`config.mk`:
```
export PLATFORM = sky130hd
export DESIGN_NAME = sync_length_crc_packet_deframer
export DESIGN_NICKNAME = d
export VERILOG_FILES = /design/src/sv/slcd_pkg.sv /design/src/sv/slcd_ctrl.sv /design/src/sv/slcd_datapath.sv /design/src/sv/sync_length_crc_packet_deframer.sv
export SDC_FILE = /design/constraint.sdc
export NUM_CORES = 1
export LEC_CHECK = 0
export ABC_CLOCK_PERIOD_IN_PS = 4300
export BUFFER_PORTS_ARGS = -buffer_cell sky130_fd_sc_hd__buf_2
export CELL_PAD_IN_SITES_DETAIL_PLACEMENT = 1
export CELL_PAD_IN_SITES_GLOBAL_PLACEMENT = 1
export CORE_AREA = 2 2 234 236
export DETAILED_ROUTE_END_ITERATION = 6
export DIE_AREA = 0 0 236 238
export PLACE_DENSITY = 0.9
export REMOVE_ABC_BUFFERS = 1
export SETUP_SLACK_MARGIN = 0.02
export SLEW_MARGIN = 20
export SYNTH_ARGS = -nofsm -noshare
export SYNTH_HDL_FRONTEND = slang
export SYNTH_SLANG_ARGS = --single-unit
export TNS_END_PERCENT = 50
```
`constraint.sdc`:
```
create_clock -name clk -period 4.3 [get_ports clk]
set_input_delay 0.86 -clock clk [delete_from_list [all_inputs] [get_ports clk]]
set_output_delay 0.86 -clock clk [all_outputs]
set_load 0.05 [all_outputs]
```
`src/sv/slcd_pkg.sv`:
```
// ----------------------------------------------------------------------------
// slcd_pkg
// Types and constants shared by the packet deframer's controller, datapath
// and top level, and the CRC-16/CCITT byte update used by the datapath.
// ----------------------------------------------------------------------------
package slcd_pkg;

    localparam int BYTE_W  = 8;
    localparam int LEN_W   = 7;
    localparam int CRC_W   = 16;
    localparam int TICK_W  = 16;
    localparam int CFG_AW  = 3;
    localparam int CFG_DW  = 16;

    localparam logic [CRC_W-1:0]  CRC_INIT      = 16'hFFFF;
    localparam logic [TICK_W-1:0] TIMEOUT_RESET = 16'hFFFF;

    typedef enum logic [CFG_AW-1:0] {
        REG_SYNC_0     = 3'd0,
        REG_SYNC_1     = 3'd1,
        REG_SYNC_2     = 3'd2,
        REG_SYNC_3     = 3'd3,
        REG_TERMINATOR = 3'd4,
        REG_TIMEOUT    = 3'd5
    } cfg_reg_t;

    typedef enum logic [1:0] {
        ERR_SYNC   = 2'd0,
        ERR_LENGTH = 2'd1,
        ERR_CRC    = 2'd2,
        ERR_TERM   = 2'd3
    } err_code_t;

    typedef struct packed {
        logic      tick;
        logic      frame_reset;
        logic      load_len;
        logic      store_byte;
        logic      load_crc_hi;
        logic      err_load;
        err_code_t err_code;
        logic      emit_start;
        logic      emit_read;
        logic      emit_load;
    } slcd_cmd_t;

    typedef struct packed {
        logic sync0_match;
        logic sync1_match;
        logic sync2_match;
        logic sync3_match;
        logic term_match;
        logic len_ok;
        logic crc_ok;
        logic pay_last;
        logic timeout_hit;
        logic emit_last;
        logic out_free;
    } slcd_status_t;

    function automatic logic [CRC_W-1:0] crc_update(
        input logic [CRC_W-1:0]  crc,
        input logic [BYTE_W-1:0] b
    );
        logic [BYTE_W-1:0] x;
        x = crc[15:8] ^ b;
        x = x ^ (x >> 4);
        return {crc[7:0], 8'h00} ^ {x[3:0], 12'h000} ^ {3'b000, x, 5'b00000}
               ^ {8'h00, x};
    endfunction

endpackage

```
`src/sv/slcd_ctrl.sv`:
```
// ----------------------------------------------------------------------------
// slcd_ctrl
// Frame state machine: walks sync, length, payload, CRC and terminator
// phases, then sequences delivery of a good frame's payload.
// ----------------------------------------------------------------------------
module slcd_ctrl (
    input  logic                  clk,
    input  logic                  rst_n,
    input  logic                  in_valid,
    output logic                  in_ready,
    input  logic                  mode,
    input  slcd_pkg::slcd_status_t status,
    output slcd_pkg::slcd_cmd_t    cmd
);
    import slcd_pkg::*;

    typedef enum logic [10:0] {
        ST_IDLE    = 11'b000_0000_0001,
        ST_SYNC1   = 11'b000_0000_0010,
        ST_SYNC2   = 11'b000_0000_0100,
        ST_SYNC3   = 11'b000_0000_1000,
        ST_LEN     = 11'b000_0001_0000,
        ST_PAY     = 11'b000_0010_0000,
        ST_CRC1    = 11'b000_0100_0000,
        ST_CRC2    = 11'b000_1000_0000,
        ST_TERM    = 11'b001_0000_0000,
        ST_EMIT_RD = 11'b010_0000_0000,
        ST_EMIT_WR = 11'b100_0000_0000
    } state_t;

    state_t state_reg;
    state_t state_next;
    logic   emitting;
    logic   accept;

    assign emitting = (state_reg == ST_EMIT_RD) || (state_reg == ST_EMIT_WR);
    assign in_ready = !emitting && status.out_free;
    assign accept   = in_valid && in_ready;

    always_comb
    begin
        state_next = state_reg;
        cmd        = '0;
        if (accept && mode)
        begin
            cmd.tick = 1'b1;
            if (status.timeout_hit)
            begin
                cmd.frame_reset = 1'b1;
                state_next      = ST_IDLE;
            end
        end
        else if (accept)
        begin
            case (state_reg)
                ST_SYNC1:
                begin
                    if (!status.sync1_match)
                    begin
                        cmd.err_load    = 1'b1;
                        cmd.err_code    = ERR_SYNC;
                        cmd.frame_reset = 1'b1;
                        state_next      = ST_IDLE;
                    end
                    else
                    begin
                        state_next = ST_SYNC2;
                    end
                end
                ST_SYNC2:
                begin
                    if (!status.sync2_match)
                    begin
                        cmd.err_load    = 1'b1;
                        cmd.err_code    = ERR_SYNC;
                        cmd.frame_reset = 1'b1;
                        state_next      = ST_IDLE;
                    end
                    else
                    begin
                        state_next = ST_SYNC3;
                    end
                end
                ST_SYNC3:
                begin
                    if (!status.sync3_match)
                    begin
                        cmd.err_load    = 1'b1;
                        cmd.err_code    = ERR_SYNC;
                        cmd.frame_reset = 1'b1;
                        state_next      = ST_IDLE;
                    end
                    else
                    begin
                        state_next = ST_LEN;
                    end
                end
                ST_LEN:
                begin
                    if (!status.len_ok)
                    begin
                        cmd.err_load    = 1'b1;
                        cmd.err_code    = ERR_LENGTH;
                        cmd.frame_reset = 1'b1;
                        state_next      = ST_IDLE;
                    end
                    else
                    begin
                        cmd.load_len = 1'b1;
                        state_next   = ST_PAY;
                    end
                end
                ST_PAY:
                begin
                    cmd.store_byte = 1'b1;
                    if (status.pay_last)
                    begin
                        state_next = ST_CRC1;
                    end
                end
                ST_CRC1:
                begin
                    cmd.load_crc_hi = 1'b1;
                    state_next      = ST_CRC2;
                end
                ST_CRC2:
                begin
                    if (!status.crc_ok)
                    begin
                        cmd.err_load    = 1'b1;
                        cmd.err_code    = ERR_CRC;
                        cmd.frame_reset = 1'b1;
                        state_next      = ST_IDLE;
                    end
                    else
                    begin
                        state_next = ST_TERM;
                    end
                end
                ST_TERM:
                begin
                    cmd.frame_reset = 1'b1;
                    if (!status.term_match)
                    begin
                        cmd.err_load = 1'b1;
                        cmd.err_code = ERR_TERM;
                        state_next   = ST_IDLE;
                    end
                    else
                    begin
                        cmd.emit_start = 1'b1;
                        state_next     = ST_EMIT_RD;
                    end
                end
                default:
                begin
                    state_next = status.sync0_match ? ST_SYNC1 : ST_IDLE;
                end
            endcase
        end
        else if (state_reg == ST_EMIT_RD)
        begin
            cmd.emit_read = 1'b1;
            state_next    = ST_EMIT_WR;
        end
        else if (state_reg == ST_EMIT_WR && status.out_free)
        begin
            cmd.emit_load = 1'b1;
            state_next    = status.emit_last ? ST_IDLE : ST_EMIT_RD;
        end
    end

    always_ff @(posedge clk or negedge rst_n)
    begin
        if (!rst_n)
        begin
            state_reg <= ST_IDLE;
        end
        else
        begin
            state_reg <= state_next;
        end
    end

endmodule

```
`src/sv/slcd_datapath.sv`:
```
// ----------------------------------------------------------------------------
// slcd_datapath
// Configuration registers, frame counters, CRC, payload memory and the
// output register of the packet deframer.
// ----------------------------------------------------------------------------
module slcd_datapath #(
    parameter int MAX_PAYLOAD = 64
) (
    input  logic                         clk,
    input  logic                         rst_n,
    input  logic                         cfg_we,
    input  logic [slcd_pkg::CFG_AW-1:0]  cfg_index,
    input  logic [slcd_pkg::CFG_DW-1:0]  cfg_data,
    input  logic [slcd_pkg::BYTE_W-1:0]  data_byte,
    input  slcd_pkg::slcd_cmd_t          cmd,
    output slcd_pkg::slcd_status_t       status,
    output logic                         out_valid,
    input  logic                         out_ready,
    output logic                         kind,
    output logic [1:0]                   fault_code,
    output logic [slcd_pkg::BYTE_W-1:0]  payload_byte,
    output logic [slcd_pkg::LEN_W-1:0]   frame_length,
    output logic                         last
);
    import slcd_pkg::*;

    localparam int IDX_W = (MAX_PAYLOAD > 1) ? $clog2(MAX_PAYLOAD) : 1;
    localparam logic [BYTE_W-1:0] MAX_LEN_B = BYTE_W'(MAX_PAYLOAD);

    logic [BYTE_W-1:0] sync0_reg;
    logic [BYTE_W-1:0] sync1_reg;
    logic [BYTE_W-1:0] sync2_reg;
    logic [BYTE_W-1:0] sync3_reg;
    logic [BYTE_W-1:0] term_reg;
    logic [TICK_W-1:0] timeout_reg;

    logic [LEN_W-1:0]  length_reg;
    logic [LEN_W-1:0]  index_reg;
    logic [LEN_W-1:0]  rd_index_reg;
    logic [CRC_W-1:0]  crc_reg;
    logic [BYTE_W-1:0] rx_crc_hi_reg;
    logic [TICK_W-1:0] tick_reg;

    logic [BYTE_W-1:0] mem [MAX_PAYLOAD];
    logic [BYTE_W-1:0] mem_q_reg;

    logic              out_valid_reg;
    logic              kind_reg;
    logic [1:0]        code_reg;
    logic [BYTE_W-1:0] payload_reg;
    logic [LEN_W-1:0]  flen_reg;
    logic              last_reg;

    logic [TICK_W-1:0] tick_next;
    logic [LEN_W-1:0]  index_next;
    logic [LEN_W-1:0]  rd_index_next;

    assign tick_next     = TICK_W'(tick_reg + 1'b1);
    assign index_next    = LEN_W'(index_reg + 1'b1);
    assign rd_index_next = LEN_W'(rd_index_reg + 1'b1);

    always_comb
    begin
        status.sync0_match = (data_byte == sync0_reg);
        status.sync1_match = (data_byte == sync1_reg);
        status.sync2_match = (data_byte == sync2_reg);
        status.sync3_match = (data_byte == sync3_reg);
        status.term_match  = (data_byte == term_reg);
        status.len_ok      = (data_byte != '0) && (data_byte <= MAX_LEN_B);
        status.crc_ok      = ({rx_crc_hi_reg, data_byte} == crc_reg);
        status.pay_last    = (index_next == length_reg);
        status.timeout_hit = (tick_next == timeout_reg);
        status.emit_last   = (rd_index_next == length_reg);
        status.out_free    = !out_valid_reg || out_ready;
    end

    always_ff @(posedge clk or negedge rst_n)
    begin
        if (!rst_n)
        begin
            sync0_reg   <= '0;
            sync1_reg   <= '0;
            sync2_reg   <= '0;
            sync3_reg   <= '0;
            term_reg    <= '0;
            timeout_reg <= TIMEOUT_RESET;
        end
        else if (cfg_we)
        begin
            case (cfg_index)
                REG_SYNC_0:     sync0_reg   <= cfg_data[BYTE_W-1:0];
                REG_SYNC_1:     sync1_reg   <= cfg_data[BYTE_W-1:0];
                REG_SYNC_2:     sync2_reg   <= cfg_data[BYTE_W-1:0];
                REG_SYNC_3:     sync3_reg   <= cfg_data[BYTE_W-1:0];
                REG_TERMINATOR: term_reg    <= cfg_data[BYTE_W-1:0];
                REG_TIMEOUT:    timeout_reg <= cfg_data[TICK_W-1:0];
                default:        ;
            endcase
        end
    end

    always_ff @(posedge clk or negedge rst_n)
    begin
        if (!rst_n)
        begin
            length_reg    <= '0;
            index_reg     <= '0;
            rd_index_reg  <= '0;
            crc_reg       <= CRC_INIT;
            rx_crc_hi_reg <= '0;
            tick_reg      <= '0;
        end
        else
        begin
            if (cmd.frame_reset)
            begin
                index_reg     <= '0;
                tick_reg      <= '0;
                crc_reg       <= CRC_INIT;
                rx_crc_hi_reg <= '0;
            end
            else
            begin
                if (cmd.tick)
                begin
                    tick_reg <= tick_next;
                end
                if (cmd.load_len)
                begin
                    length_reg <= data_byte[LEN_W-1:0];
                    index_reg  <= '0;
                    crc_reg    <= CRC_INIT;
                end
                if (cmd.store_byte)
                begin
                    index_reg <= index_next;
                    crc_reg   <= crc_update(crc_reg, data_byte);
                end
                if (cmd.load_crc_hi)
                begin
                    rx_crc_hi_reg <= data_byte;
                end
            end
            if (cmd.emit_start)
            begin
                rd_index_reg <= '0;
            end
            else if (cmd.emit_load)
            begin
                rd_index_reg <= rd_index_next;
            end
        end
    end

    always_ff @(posedge clk)
    begin
        if (cmd.store_byte)
        begin
            mem[index_reg[IDX_W-1:0]] <= data_byte;
        end
    end

    always_ff @(posedge clk)
    begin
        if (cmd.emit_read)
        begin
            mem_q_reg <= mem[rd_index_reg[IDX_W-1:0]];
        end
    end

    always_ff @(posedge clk or negedge rst_n)
    begin
        if (!rst_n)
        begin
            out_valid_reg <= 1'b0;
        end
        else if (cmd.err_load || cmd.emit_load)
        begin
            out_valid_reg <= 1'b1;
        end
        else if (out_ready)
        begin
            out_valid_reg <= 1'b0;
        end
    end

    always_ff @(posedge clk)
    begin
        if (cmd.err_load)
        begin
            kind_reg    <= 1'b1;
            code_reg    <= cmd.err_code;
            payload_reg <= '0;
            flen_reg    <= '0;
            last_reg    <= 1'b1;
        end
        else if (cmd.emit_load)
        begin
            kind_reg    <= 1'b0;
            code_reg    <= ERR_SYNC;
            payload_reg <= mem_q_reg;
            flen_reg    <= length_reg;
            last_reg    <= status.emit_last;
        end
    end

    assign out_valid    = out_valid_reg;
    assign kind         = kind_reg;
    assign fault_code   = code_reg;
    assign payload_byte = payload_reg;
    assign frame_length = flen_reg;
    assign last         = last_reg;

endmodule

```
`src/sv/sync_length_crc_packet_deframer.sv`:
```
// ----------------------------------------------------------------------------
// sync_length_crc_packet_deframer
// Receives a byte stream framed by four sync bytes, a length byte, a
// CRC-16/CCITT checked payload and a terminator, and delivers payloads.
//
// Each input request carries either a received byte or an idle tick. Framing
// bytes and ticks are taken at one per cycle while the output register is
// free or being emptied. A frame fault produces a single error request in
// the cycle after the offending byte. After a good terminator the payload is
// read back from the on-chip store: each byte is read from memory, then
// loaded into the output register, and the input is held off until the
// last byte has been loaded. When the receiver stalls, the pending result
// stays in the output register and the input is held off until that result
// has been taken. Reset returns the block to idle with the default
// configuration; the payload store needs no clearing. Configuration writes
// take effect at once and should only be made while the block is idle.
// ----------------------------------------------------------------------------
module sync_length_crc_packet_deframer #(
    parameter int MAX_PAYLOAD = 64
) (
    input  logic                         clk,
    input  logic                         rst_n,
    input  logic                         cfg_we,
    input  logic [slcd_pkg::CFG_AW-1:0]  cfg_index,
    input  logic [slcd_pkg::CFG_DW-1:0]  cfg_data,
    input  logic                         in_valid,
    output logic                         in_ready,
    input  logic                         mode,
    input  logic [slcd_pkg::BYTE_W-1:0]  data_byte,
    output logic                         out_valid,
    input  logic                         out_ready,
    output logic                         kind,
    output logic [1:0]                   fault_code,
    output logic [slcd_pkg::BYTE_W-1:0]  payload_byte,
    output logic [slcd_pkg::LEN_W-1:0]   frame_length,
    output logic                         last
);
    import slcd_pkg::*;

    slcd_cmd_t    cmd;
    slcd_status_t status;

    slcd_ctrl u_ctrl (
        .clk      (clk),
        .rst_n    (rst_n),
        .in_valid (in_valid),
        .in_ready (in_ready),
        .mode     (mode),
        .status   (status),
        .cmd      (cmd)
    );

    slcd_datapath #(
        .MAX_PAYLOAD (MAX_PAYLOAD)
    ) u_datapath (
        .clk          (clk),
        .rst_n        (rst_n),
        .cfg_we       (cfg_we),
        .cfg_index    (cfg_index),
        .cfg_data     (cfg_data),
        .data_byte    (data_byte),
        .cmd          (cmd),
        .status       (status),
        .out_valid    (out_valid),
        .out_ready    (out_ready),
        .kind         (kind),
        .fault_code   (fault_code),
        .payload_byte (payload_byte),
        .frame_length (frame_length),
        .last         (last)
    );

endmodule

```
==> metrics.txt, run 1 <==
status finished clean; Reg power frac 0.415; sw power roughly 5.8 mW; wire length per cell ~30 um; leakage power 10.76 nW; placed cell count 2534; Vias 17300; CTS root buffer clkbuf_16; total track usage 0.2921; Max clock buf depth 3; max reg flops 512; Final Power 18.28 mW; Gate Count Post-Synth 1844; drt first pass iters 5; Yosys warnings 0; setup repair bufs after CTS 0; Critical Path RT 4.54 ns; die width 236 um; PortBufs 53; CP Cell Sequence or4_1 -> nor4_1 -> nand4b_1 -> nor2_1 -> nand2_1 -> nor2_1; gpl congestion 0.8870; fin crit share 0.9475; initial DRC count 1756; setup repair after global routing missed its margin false; Unique masters post-synth 71; vias in the first global route 18630; Fin. Hold Viols 0; Post-synth EDFFs 522; largest area contributor in the synthesized netlist edfxtp_1; # setup viols final 0; syn_area_per_cell 15.33 sq um; FP Rows 85; clock skew 0.03028 ns; Yosys top cell area share 0.5546; CTS HTree Levels 3; Pint 12.53 mW; first-pass GRT wire length 121700 um; CP endpoint kind register; Initial Utilization 0.5283; clk_lat worst skew 0.62 ns; Crit path arrival time 4.31 ns; antenna violations before repair 1; IO Pins 54; Critical-path top delay cell nor2_1; switch share 0.3148; Async S/R FF share, synth 0.1931; CTS Sinks roughly 670; Diodes inserted 0; peak supply drop about 0.42 mV; Pins Over Slew Limit 0; TritonCTS buffer count 70; die height 238 um; worst path buffer plus inverter count 0; Combinational Power Share 0.261; Area Growth Syn to Fin 11.83%; Mapped Area 28260 sq um; Clock Power Share 0.325; fin crit period 4.074 ns; antenna-violating nets left 0; Setup TNS 0 ns; share of post-route cells with drive strength above 1 0.2172; crit-path leading delay family simple AND/OR/NAND/NOR gates; DP HPWL between 50000 and 60000 um; GRT overflow 0; post-synthesis sequential area ratio 0.6824; post-route insts no fill between 2000 and 3000; drc violations 0; Max-cap violations 0; largest net degree at the start of global routing just under 70; startpoint types register; dominant synthesized flop cell edfxtp_1; vias per cell 6.499; Max transition margin 0.2923; core area 53500 sq um; Power Dens Cells 578.4 nW/um^2; Critical Path Fanout Max 8; final net count between 1500 and 2000; Fmax 245.5 MHz; Total Die Area around 56000 sq um; flops & latches, synth 668; CTS tree done; Critical Path Max Stage Delay 0.80 ns; hold_buf cts 0; CTS resizes 0; crit path kind register to register; worst slew pin tran 1.053 ns; CTS clk-pin slew, worst paths 0.06 ns; critical path's most frequent cell nor2_1; drt total wl 80710 um; worst hold-check path type input port to async pin; synth top area cells edfxtp_1, dfrtp_1, mux4_2
-- synthesized netlist by cell type (20+ instances only) --
master / count
a21oi_1: 99
clkbuf_1: 81
dfrtp_1: 96
dfstp_2: 33
edfxtp_1: 522
mux2_2: 97
mux2i_1: 107
mux4_2: 72
nand2_1: 104
nand4_1: 20
nor2_1: 115
o21ai_0: 59
o221ai_1: 32
o22ai_1: 45
xnor2_1: 92
xor2_1: 29
-- cells by family (layout without fill, tap and decap cells) --
| family | Yosys count | count (layout) | synth area share |
|---|---|---|---|
| flops | 668 | 668 | 0.6824 |
| compound gates | 296 | 296 | 0.06610 |
| simple gates | 357 | 357 | 0.06087 |
| buf+inv | 123 | 245 | 0.01793 |
| mux | 276 | 276 | 0.1339 |
| fa+ha+maj | 3 | 3 | 0.001328 |
| xor+xnor | 121 | 121 | 0.03750 |
-- final timing paths --
| kind | cells after the start | from | slack (ns) | to |
|---|---|---|---|---|
| max | 6 | u_ctrl.state_reg[10] | 0.23 | u_datapath.mem[36][0] |
| min | 1 | rst_n | 0.35 | u_datapath.sync2_reg[7] |
| max reg2reg | 6 | u_ctrl.state_reg[10] | 0.23 | u_datapath.mem[36][0] |
| min reg2reg | 2 | u_datapath.frame_length[3] | 0.47 | u_datapath.frame_length[3] |
| max in group asynchronous | 2 | rst_n | 2.99 | u_datapath.crc_reg[9] |
| min in group clk | 2 | u_datapath.frame_length[3] | 0.47 | u_datapath.frame_length[3] |
-- worst reg2reg max path, delay by kind of cell, from the launching register on --
kind / cells / cell delay, ns
and+or+nand+nor: 6 / 3.25
DFF: 1 / 0.46
-- layout make-up --
cell class	instances	area [sq um]
clock inverters	30	241.5
inverters	12	45.04
multi-input cells	1053	8482
flip-flops and latches	668	19290
repair buffers	105	695.7
fillers	4879	21890
well taps	696	870.8
clock buffers	98	1981
-- per-layer routing --
layer  track usage  part of all wire  wire length [um]  vias up
met5             0           0.00011                 9        -
met4        0.1336             0.044              3555        2
met3       0.05287             0.080              6461      220
met2        0.5012              0.50             40600      859
met1        0.3633              0.37             30080     8990
li1              -                 -                 -     7230
-- cell usage in the layout (no fill, tap or decap), types with 50 or more instances in the layout --
cell type and instances:
mux2i_1 107, buf_4 50, xnor2_1 92, buf_2 52, nand2_1 104, edfxtp_1 522
clkbuf_16 73, a21oi_1 98, dfrtp_1 93, nor2_1 115, mux4_2 72, o21ai_0 59
mux2_2 97
-- power by group through the flow --
stage / combinational, mW / clock [mW] / sequential (mW)
after floorplan: 2.63 / 0 / 8.10
after detailed placement: 4.62 / 0 / 7.70
after global placement: 4.35 / 0 / 7.67
after CTS: 4.73 / 5.98 / 7.57
after global routing: 4.99 / 6.23 / 7.61
final: 4.76 / 5.94 / 7.58
-- per-stage QoR --
step / cell area (sq um) / hold WS, ns / setup WS [ns] / utilization
2_1_floorplan: 27800 / 0.4542 / -3.977 / -
3_3_place_gp: 29380 / 0.4437 / 0.5063 / 0.5493
3_5_place_dp: 29380 / 0.4570 / 0.2869 / 0.5493
4_1_cts: 31610 / 0.3607 / 0.3244 / 0.5908
5_1_grt: 31610 / 0.3943 / 0.02830 / 0.5908
6_report: 31610 / 0.3495 / 0.2259 / 0.5908
Power figures use the tool's default switching activity.
==> run 2, diff against run 1 <==
--- a/config.mk
+++ b/config.mk
@@ -6,13 +6,14 @@
 export NUM_CORES = 1
 export LEC_CHECK = 0
 export ABC_CLOCK_PERIOD_IN_PS = 4300
-export BUFFER_PORTS_ARGS = -buffer_cell sky130_fd_sc_hd__buf_2
 export CELL_PAD_IN_SITES_DETAIL_PLACEMENT = 1
 export CELL_PAD_IN_SITES_GLOBAL_PLACEMENT = 1
 export CORE_AREA = 2 2 234 236
 export DETAILED_ROUTE_END_ITERATION = 6
 export DIE_AREA = 0 0 236 238
-export PLACE_DENSITY = 0.9
+export DONT_BUFFER_PORTS = 1
+export MAX_ROUTING_LAYER = met4
+export PLACE_DENSITY = 0.89
 export REMOVE_ABC_BUFFERS = 1
 export SETUP_SLACK_MARGIN = 0.02
 export SLEW_MARGIN = 20
==> metrics.txt, run 2 (same netlist as run 1, synthesis figures left out) <==
crit path kind register to register (unchanged); vias in the first global route 18240 (was 18630); CTS Sinks 668 (unchanged); most frequent cells in the layout edfxtp_1, nor2_1, mux2i_1 (unchanged); max reg flops 512 (unchanged); post-route insts no fill 2587 (was 2662); fin crit share 0.9767 (was 0.9475); worst hold-check path type input port to async pin (unchanged); CTS HTree Levels 3 (unchanged); clk_lat worst skew 0.63 ns (was 0.62 ns); worst r2r src u_ctrl.state_reg[10] (unchanged); Reg power frac 0.428 (was 0.415); share of post-route cells with drive strength above 1 0.1890 (was 0.2172); largest net degree at the start of global routing 97 (was 68); most common cell after layout, fill and taps aside edfxtp_1 (unchanged); gpl congestion 0.8722 (was 0.8870); startpoint types register (unchanged); Critical Path RT 4.53 ns (was 4.54 ns); Max clock buf depth 3 (unchanged); fin crit period 4.200 ns (was 4.074 ns); leakage power 10.46 nW (was 10.76 nW); clock skew 0.03709 ns (was 0.03028 ns); TritonCTS buffer count 69 (was 70); RR Endpoint u_datapath.mem[62][4] (was u_datapath.mem[36][0]); total track usage 0.2864 (was 0.2921); Post-DP Area 28940 sq um (was 29380 sq um); sw power 5.585 mW (was 5.756 mW); die height 238 um (unchanged); first-pass GRT wire length 115900 um (was 121700 um); initial DRC count 1515 (was 1756); CTS clk-pin slew, worst paths 0.06 ns (about the same); pre-CTS setup slack 0.3434 ns (was 0.2869 ns); drt total wl 76640 um (was 80710 um); Pint 12.62 mW (was 12.53 mW); Fin. Hold Viols 0 (unchanged); vias per cell 6.477 (was 6.499); drt first pass iters 5 (unchanged); Clock Power Share 0.336 (was 0.325); # fillers 4915 (was 4879); Setup TNS 0 ns (unchanged); Critical Path Fanout Max 8 (unchanged); Area Growth Syn to Fin 10.62% (was 11.83%); Pins Over Slew Limit 0 (unchanged); FP Rows 85 (unchanged); PortBufs 0 (was 53); Critical Path Start u_ctrl.state_reg[10] (unchanged); GRT overflow 0 (unchanged); Vias 16760 (was 17300); Initial Utilization 0.5283 (unchanged); die width 236 um (unchanged); switch share 0.3069 (was 0.3148); DP HPWL 46770 um (was 51450 um); CP endpoint kind register (unchanged); Final Instance Area 31260 sq um (was 31610 sq um); IO Pins 54 (unchanged); Setup WS post-layout 0.1003 ns (was 0.2259 ns); Total Die Area 56170 sq um (unchanged); Max-cap violations 0 (unchanged); CP endpoint u_datapath.mem[62][4] (was u_datapath.mem[36][0]); final net count 1871 (was 1946); Fmax 238.1 MHz (was 245.5 MHz); hold_buf cts 1 (was 0); CTS resizes 0 (unchanged); setup repair after global routing missed its margin false (unchanged); placed cell count 2459 (was 2534); setup repair bufs after CTS 0 (unchanged); Power Dens Cells 582.2 nW/um^2 (was 578.4 nW/um^2); Max transition margin 0.2866 (was 0.2923); worst slew pin tran 1.062 ns (was 1.053 ns); wire length per cell 29.62 um (was 30.32 um); Final Core Density 0.5844 (was 0.5908); CTS tree done (unchanged); status finished clean (unchanged); CTS root buffer clkbuf_16 (unchanged); # setup viols final 0 (unchanged); Crit path arrival time 4.43 ns (was 4.31 ns); antenna violations before repair 2 (was 1); core area 53500 sq um (unchanged); peak supply drop 0.3802 mV (was 0.4182 mV); reg2reg path depth 5 (was 6); drc violations 0 (unchanged); Combinational Power Share 0.236 (was 0.261); r2r setup slk 0.10 ns (was 0.23 ns); antenna-violating nets left 0 (unchanged)
## run 2: power groups by stage
stage,sequential (mW),clock (mW),combinational (mW)
floorplan,8.10,0,2.63
global placement,7.89,0,3.89
detailed placement,7.92,0,4.14
CTS,7.79,6.18,4.24
global route,7.84,6.40,4.52
finish,7.79,6.11,4.30
## run 2: critical path, stage by stage (launching register included)
cell,delay (ns)
dfrtp_1,0.47
or4_1,0.65
nor4_1,0.62
and4b_1,0.46
nand3_1,0.74
nor2_1,0.88
## run 2: how the worst min path moves through the flow
stage,startpoint,to,cells after the start
5_1_grt,rst_n,u_datapath.crc_reg[10],0
6_report,rst_n,u_datapath.timeout_reg[6],0
3_3_place_gp,u_ctrl.state_reg[0],u_ctrl.state_reg[0],2
2_1_floorplan,u_ctrl.state_reg[0],u_ctrl.state_reg[0],2
4_1_cts,rst_n,u_datapath.crc_reg[10],0
3_5_place_dp,u_ctrl.state_reg[0],u_ctrl.state_reg[0],2
## run 2: stage by stage
stage	total power, mW	hold slack [ns]
CTS	18.21	0.06308
global route	18.75	0.07175
floorplan	10.74	0.4542
finish	18.20	0.09564
detailed placement	12.05	0.4951
global placement	11.78	0.4787
## run 2: final cells by class
| type | instances | area (sq um) | area share |
|---|---|---|---|
| diodes | 2 | 5.005 | 0.0001601 |
| clock buffers | 85 | 1851 | 0.05919 |
| clock inverters | 40 | 437.9 | 0.01401 |
| inverters | 12 | 45.04 | 0.001441 |
| multi-input cells | 1053 | 8486 | 0.2714 |
| flip-flops and latches | 668 | 19290 | 0.6170 |
| well taps | 696 | 870.8 | 0.02785 |
| repair buffers | 31 | 277.8 | 0.008885 |
## run 2: routing by layer
layer,track usage,share of wire
met1,0.3343,0.37
met2,0.4832,0.51
met3,0.05993,0.076
met4,0.1243,0.043
met5,-,0
